$ cat src/sv/mrfc_pkg.sv
// ----------------------------------------------------------------------------
// mrfc_pkg
// Types, constants and the CRC-16/MODBUS byte update for the request checker.
// ----------------------------------------------------------------------------
`default_nettype none

package mrfc_pkg;

  localparam int unsigned TableDepthDefault    = 64;
  localparam int unsigned MaxFrameBytesDefault = 256;

  localparam logic [15:0] CrcInit   = 16'hFFFF;
  localparam logic [15:0] CrcPoly   = 16'hA001;

  localparam logic [7:0] FC_READ_HOLDING   = 8'h03;
  localparam logic [7:0] FC_WRITE_SINGLE   = 8'h06;
  localparam logic [7:0] FC_WRITE_MULTIPLE = 8'h10;

  localparam logic [8:0] MinFrameBytes = 9'd6;
  localparam logic [8:0] CountCeiling  = 9'd511;

  // Byte positions captured from the frame
  localparam logic [8:0] PosFunc     = 9'd1;
  localparam logic [8:0] PosAddrHigh = 9'd2;
  localparam logic [8:0] PosAddrLow  = 9'd3;

  typedef enum logic [2:0] {
    ST_OK       = 3'd0,
    ST_BAD_CRC  = 3'd1,
    ST_BAD_FUNC = 3'd2,
    ST_BAD_LEN  = 3'd3,
    ST_FULL     = 3'd4
  } status_t;

  typedef struct packed {
    logic [7:0] rx_byte;
    logic       frame_end;
  } in_item_t;

  typedef struct packed {
    logic        frame_accepted;
    logic [2:0]  status;
    logic [7:0]  function_code;
    logic [15:0] reg_addr;
    logic [6:0]  record_count;
  } out_item_t;

  // One byte through the reflected CRC, eight shift steps unrolled
  function automatic logic [15:0] crc_absorb(input logic [15:0] crc, input logic [7:0] b);
    logic [15:0] c;
    c = crc ^ {8'h00, b};
    for (int k = 0; k < 8; k++) begin
      if (c[0]) begin
        c = (c >> 1) ^ CrcPoly;
      end else begin
        c = c >> 1;
      end
    end
    return c;
  endfunction

endpackage

`default_nettype wire

$ cat src/sv/mrfc_frame_core.sv
// ----------------------------------------------------------------------------
// mrfc_frame_core
// Per-frame CRC, byte count and header capture; judges the frame on its
// last byte and keeps the count of accepted frames.
// ----------------------------------------------------------------------------
`default_nettype none

module mrfc_frame_core #(
  parameter int unsigned TABLE_DEPTH     = mrfc_pkg::TableDepthDefault,
  parameter int unsigned MAX_FRAME_BYTES = mrfc_pkg::MaxFrameBytesDefault
) (
  input  wire logic               clk,
  input  wire logic               rst_n,
  input  wire logic               take,
  input  wire mrfc_pkg::in_item_t item,
  output mrfc_pkg::out_item_t     result
);
  import mrfc_pkg::*;

  localparam int unsigned RecW = $clog2(TABLE_DEPTH + 1);

  logic [15:0]     crc_r, crc_nxt;
  logic [8:0]      cnt_r, cnt_nxt;
  logic [7:0]      func_r, func_nxt;
  logic [7:0]      ahi_r, ahi_nxt;
  logic [7:0]      alo_r, alo_nxt;
  logic [RecW-1:0] rec_r, rec_nxt;

  logic [15:0]     crc_upd;
  logic [8:0]      cnt_upd;
  logic [7:0]      func_upd, ahi_upd, alo_upd;
  logic [RecW-1:0] rec_upd;
  logic [RecW+6:0] rec_ext;
  status_t         status;
  logic            accept;

  always_comb begin
    crc_upd  = crc_absorb(crc_r, item.rx_byte);
    func_upd = (cnt_r == PosFunc)     ? item.rx_byte : func_r;
    ahi_upd  = (cnt_r == PosAddrHigh) ? item.rx_byte : ahi_r;
    alo_upd  = (cnt_r == PosAddrLow)  ? item.rx_byte : alo_r;
    cnt_upd  = (cnt_r < CountCeiling) ? cnt_r + 9'd1 : cnt_r;

    // First failing check decides the status
    accept = 1'b0;
    if (cnt_upd < MinFrameBytes || cnt_upd > 9'(MAX_FRAME_BYTES)) begin
      status = ST_BAD_LEN;
    end else if (crc_upd != 16'h0000) begin
      status = ST_BAD_CRC;
    end else if (func_upd != FC_READ_HOLDING && func_upd != FC_WRITE_SINGLE &&
                 func_upd != FC_WRITE_MULTIPLE) begin
      status = ST_BAD_FUNC;
    end else if (rec_r >= RecW'(TABLE_DEPTH)) begin
      status = ST_FULL;
    end else begin
      status = ST_OK;
      accept = 1'b1;
    end
    rec_upd = accept ? rec_r + RecW'(1) : rec_r;
    rec_ext = {7'b0, rec_upd};

    result.frame_accepted = accept;
    result.status         = 3'(status);
    result.function_code  = func_upd;
    result.reg_addr       = {ahi_upd, alo_upd};
    result.record_count   = rec_ext[6:0];
  end

  always_comb begin
    crc_nxt  = crc_r;
    cnt_nxt  = cnt_r;
    func_nxt = func_r;
    ahi_nxt  = ahi_r;
    alo_nxt  = alo_r;
    rec_nxt  = rec_r;
    if (take) begin
      if (item.frame_end) begin
        // Drop per-frame state, keep the record count with this frame's update
        crc_nxt  = CrcInit;
        cnt_nxt  = '0;
        func_nxt = '0;
        ahi_nxt  = '0;
        alo_nxt  = '0;
        rec_nxt  = rec_upd;
      end else begin
        crc_nxt  = crc_upd;
        cnt_nxt  = cnt_upd;
        func_nxt = func_upd;
        ahi_nxt  = ahi_upd;
        alo_nxt  = alo_upd;
      end
    end
  end

  always_ff @(posedge clk) begin
    if (!rst_n) begin
      crc_r  <= CrcInit;
      cnt_r  <= '0;
      func_r <= '0;
      ahi_r  <= '0;
      alo_r  <= '0;
      rec_r  <= '0;
    end else begin
      crc_r  <= crc_nxt;
      cnt_r  <= cnt_nxt;
      func_r <= func_nxt;
      ahi_r  <= ahi_nxt;
      alo_r  <= alo_nxt;
      rec_r  <= rec_nxt;
    end
  end

endmodule

`default_nettype wire

$ cat config.mk
export PLATFORM = sky130hd
export DESIGN_NAME = mrfc_frame_core
export DESIGN_NICKNAME = d
export VERILOG_FILES = /design/src/sv/mrfc_pkg.sv /design/src/sv/mrfc_frame_core.sv
export SDC_FILE = /design/constraint.sdc
export NUM_CORES = 1
export LEC_CHECK = 0
export BUFFER_PORTS_ARGS = -buffer_cell sky130_fd_sc_hd__buf_2
export CAP_MARGIN = 5
export CELL_PAD_IN_SITES_DETAIL_PLACEMENT = 1
export CELL_PAD_IN_SITES_GLOBAL_PLACEMENT = 1
export CORE_MARGIN = 4
export CORE_UTILIZATION = 39
export DETAILED_ROUTE_END_ITERATION = 7
export PLACE_DENSITY_LB_ADDON = 0.1
export SYNTH_ARGS = -nofsm -noshare
export SYNTH_HDL_FRONTEND = slang
export SYNTH_SLANG_ARGS = --single-unit
$ cat constraint.sdc
create_clock -name clk -period 4.3 [get_ports clk]
set_clock_uncertainty 0.2 [all_clocks]
set_input_delay 0.86 -clock clk [delete_from_list [all_inputs] [get_ports clk]]
set_output_delay 0.86 -clock clk [all_outputs]
set_load 0.02 [all_outputs]
## Word-level counts from Yosys, hierarchy flattened

Index checks and enable logic that the tools add are counted.

| storage, ports and cells | value |
|---|---|
| bits of input ports | 12 |
| bits in registers | 56 |
| output and inout port bits | 35 |
| logic and storage cells | 58 |

| operators by class | value |
|---|---|
| order comparisons | 4 |
| reduce and logical (&&, ||, !) cells | 5 |
| equal/unequal tests | 6 |
| add/sub/neg operators | 2 |
| bitwise gates (word level) | 9 |
| muxes and demuxes | 26 |

Operators with widths:

| operator | count |
|---|---|
| $mux W16 | 9 |
| $mux W8 | 6 |
| $not A2 Y3 | 8 |
| $eq A9 B2 Y1 const B | 2 |
| $mux W9 | 2 |
| $reduce_bool A16 Y1 | 1 |
| $xor A16 B8 Y16 | 1 |
| $mux W3 | 4 |
| $add A9 B1 Y9 const B | 1 |
| $eq A9 B1 Y1 const B | 1 |
| $gt A9 B9 Y1 const B | 1 |
| $lt A9 B3 Y1 const B | 1 |
| $lt A9 B9 Y1 const B | 1 |
| $ne A8 B2 Y1 const B | 1 |
| $ne A8 B3 Y1 const B | 1 |
| $ne A8 B5 Y1 const B | 1 |
| $add A7 B1 Y7 const B | 1 |
| $ge A7 B7 Y1 const B | 1 |
| $mux W7 | 1 |
| $mux W1 | 4 |
| $logic_and A1 B1 Y1 | 2 |
| $reduce_and A2 Y1 | 1 |
| $logic_or A1 B1 Y1 | 1 |

## Logic depth before layout (Yosys ltp)

| depth | value |
|---|---|
| depth after elaboration | 21 |
| gate-level depth with buffers | 12 |
| gate-level depth less buffers | 11 |

## Least setup slack after synthesis

Ideal clock, no wire load.

| path | value |
|---|---|
| path type | input port to output port |
| start point | input item[6] in the netlist's numbering |
| end point | output result[2] in the netlist's numbering |
| buffers on the path | 1 |
| data arrival time | 3400 ps |
| cell stages on the path | 12 |
| slack | -160 ps |
| data required time | 3240 ps |
| path through | xnor2_1 xnor2_1 xnor2_1 xnor2_1 ha_1 xnor2_1 nand4b_1 a211oi_2 nand3_2 buf_2 nor4_2 xor2_1 |

RTL lines:

| item | RTL line | RTL |
|---|---|---|
| start: declaration | mrfc_frame_core.sv:15 | `input wire mrfc_pkg::in_item_t item,` |
| end: declaration | mrfc_frame_core.sv:16 | `output mrfc_pkg::out_item_t result` |

==> results.md <==
* Commonest cells in the netlist: nand2_1, dfxtp_1, a21oi_1
* Die area at 0.0104 mm2
* Initial Util at 39.9%
* Top FF cell, synth: dfxtp_1
* CP max stage cell: mux2_4
* Layout Nets at 518
* Violated checks: setup timing
* GRT Total Usage at 22.4%
* Placed Cells at 586
* Xor and xnor area share after synthesis at 7.30%
* # port buffers at 46
* Minimum hold slack at 0.268 ns
* Post-synthesis async set-or-reset flop share at 0%
* First drt pass iteration count at 5
* Finished Layout Cells at 608
* Max-slew headroom at 65.8%
* RSZ-0062 raised after global routing: true
* Routed Antenna Nets at 0
* N_diodes at 0
* Initial drt markers at 76
* PnR worst setup slack at -0.291 ns
* Worst hold path type: reg2reg
* First-pass GRT wire length at 18100 um
* Crit Path Category: in2out
* Share of cells above drive strength 1 at 34.2%
* Final Max Tran Viols at 0
* PwrDens at 296 mW/mm2
* Simple-gate portion of the synthesized area at 27.0%
* Placement Cell Area at 0.00413 mm2
* CP Capture Type: output port
* Vias at 3358
* Number of flops mapped to enable cells by yosys at 0
* Synth Warn # at 0
* Max cap viols at 0
* H-tree depth at 2
* CP Launch Type: input pin
* Chip Width at 102 um
* Final Setup Violations at 11
* Worst-path fanout max at 3
* Avg Inst Size Synth at 8.28 um2
* Largest net degree at the start of global routing at 34
* Crit-path cells: buf_8, xnor2_4, xnor2_2, xnor2_1, xnor2_1, ha_1, xnor2_2, nand4b_1, a211oi_2, nand3_2, buf_6, nor4_4, mux2_4, buf_6
* Largest family of logic cells by synthesized area: simple AND/OR/NAND/NOR gates
* Critical path arrival at 3.53 ns
* Drt wl/cell at 18.9 um
* Fin crit share at 107%
* Fillers at 1041
* VDD IR max at 181 uV
* Post-Synth Adder-Cell Area at 2.17%
* Placer Congestion at 0.883
* DRC at 0
* Worst Path Buf+Inv at 3
* Worst-Margin Slew at 0.514 ns
* Critical path's top delay family: XOR/XNOR gates
* Core region area at 0.00868 mm2
* CTS Sinks at 56
* DR vias/cell at 5.52
* Grt ovf at 0
* Area grow syn2layout at 34.6%
* Drt total wl at 11500 um
* Synthesized area at 0.00346 mm2
* Post-synth top area cell: dfxtp_1
* Sum Neg Setup Slack at -1.72 ns
* Final Hold Fails at 0
* Syn Nets at 436
* TritonCTS clock tree: yes
* Max stage delay on crit path at 0.33 ns
* Status: complete, but fails checks
* Mapped Cells at 418
* CTS Buf Count at 5
* Worst-path clk slew at 0.11 ns
* Cell with the most instances after synthesis: nand2_1
* Die Height at 102 um
* Largest cells by area after synthesis: dfxtp_1, mux2_2, nand2_1
* HPWL Detailed at 8030 um
* Number of global-route vias before repair at 3418
* Clock Path Buffers at 2
* Critical Path RT at 3.24 ns
* Pleak at 1.89 nW
* Tmin final at 4.59 ns
* Root buf cell: clkbuf_8
* Fmax at 218 MHz
* Multiplexer share of the synthesized area at 11.9%
* Initial antenna violation count at 0
* Seq/Total Area, Yosys at 32.4%
* Cell variety after synth at 56
* Post-CTS Hold Buffers at 0
* Clk_lat worst skew at 0.32 ns
* Synth Area in Compound Gates at 15.3%
* Site Rows at 34
* Fin area at 0.00466 mm2
* Io pins at 47
* Synth top area share at 32.4%
* Number of synthesized register bits at 56
[power breakdown]
part           switching (mW)  total (mW)  internal [mW]
Combinational           0.188       0.406          0.218
Clock                   0.186       0.416          0.230
Sequential             0.0182       0.555          0.537
[cells by family (layout without fill, tap and decap cells)]
group,count (synthesis),after routing
AOI/OAI and AO/OA,82,82
DFF,56,56
adders and majority gates,6,6
muxes,38,38
buffers and inverters,34,116
and+or+nand+nor,174,174
xor gates and xnor gates,28,28
[state kept, by name, summed over array words and instances (netlist names)]
signal	flops
rec_r	7
alo_r	8
cnt_r	9
func_r	8
ahi_r	8
crc_r	16
[placed cells by master, fill, tap and decap left out, drive strengths merged, types with 5 or more instances in the layout]
cell,instances
nor3,6
a21oi,25
nor2,24
and3,9
xnor2,23
nor4,13
nor2b,8
nand2b,5
xor2,5
buf,99
o211ai,5
nand2,69
dfxtp,56
o21a,7
mux2i,13
mux2,25
nand3,8
inv,8
and2,11
clkbuf,5
o21ai,21
ha,6
[cell type report]
class | instances | area, um2 | area share [%]
Tap cell | 108 | 135 | 2.90
Clock buffer | 5 | 68.8 | 1.48
Clock inverter | 2 | 60.1 | 1.29
Multi-Input combinational cell | 328 | 2490 | 53.5
Inverter | 10 | 37.5 | 0.806
Timing Repair Buffer | 99 | 742 | 15.9
Sequential cell | 56 | 1120 | 24.1
[path summary, 6_finish.rpt]
| kind | start | endpoint | slack, ns | depth (start not counted) |
|---|---|---|---|---|
| worst max-delay path | item[6] | result[1] | -0.29 | 14 |
| worst max register to register | crc_r[5]$_SDFFE_PN1P_ | rec_r[2]$_SDFFE_PN0P_ | 0.84 | 14 |
| worst min-delay path | alo_r[6]$_SDFFE_PN0P_ | alo_r[6]$_SDFFE_PN0P_ | 0.27 | 2 |
| worst min register to register | alo_r[6]$_SDFFE_PN0P_ | alo_r[6]$_SDFFE_PN0P_ | 0.27 | 2 |
[timing repair]
action / CTS / global route
setup endpoints to repair: 11 / 11
setup buffers: 9 / 6
pin swaps: 25 / 19
gates resized for setup: 37 / 22
[tightest hold or removal path: cells and delay by family, from the launching register on]
| kind | cells | cell delay [ns] |
|---|---|---|
| AO/OA/AOI/OAI | 1 | 0.05 |
| flip-flops | 1 | 0.33 |
| AND/OR/NAND/NOR | 1 | 0.05 |
[through the flow]
stage                     total power, mW  util, %  setup WS, ns
after floorplan                     0.731        -        0.0162
after global routing                 1.44     53.7        -0.511
after CTS                            1.38     52.0        -0.327
after detailed placement            0.876     47.6        -0.456
final                                1.38     53.7        -0.291
after global placement              0.862     47.6        -0.323
[layer usage]
metal / track usage (%) / up-vias / part of all wire, %
li1: - / 1635 / -
met3: 3.41 / 9 / 2.8
met4: 5.75 / 0 / 1.1
met5: 0 / - / 0
met1: 28.1 / 1660 / 44
met2: 40.2 / 54 / 52
Power figures use the tool's default switching activity.
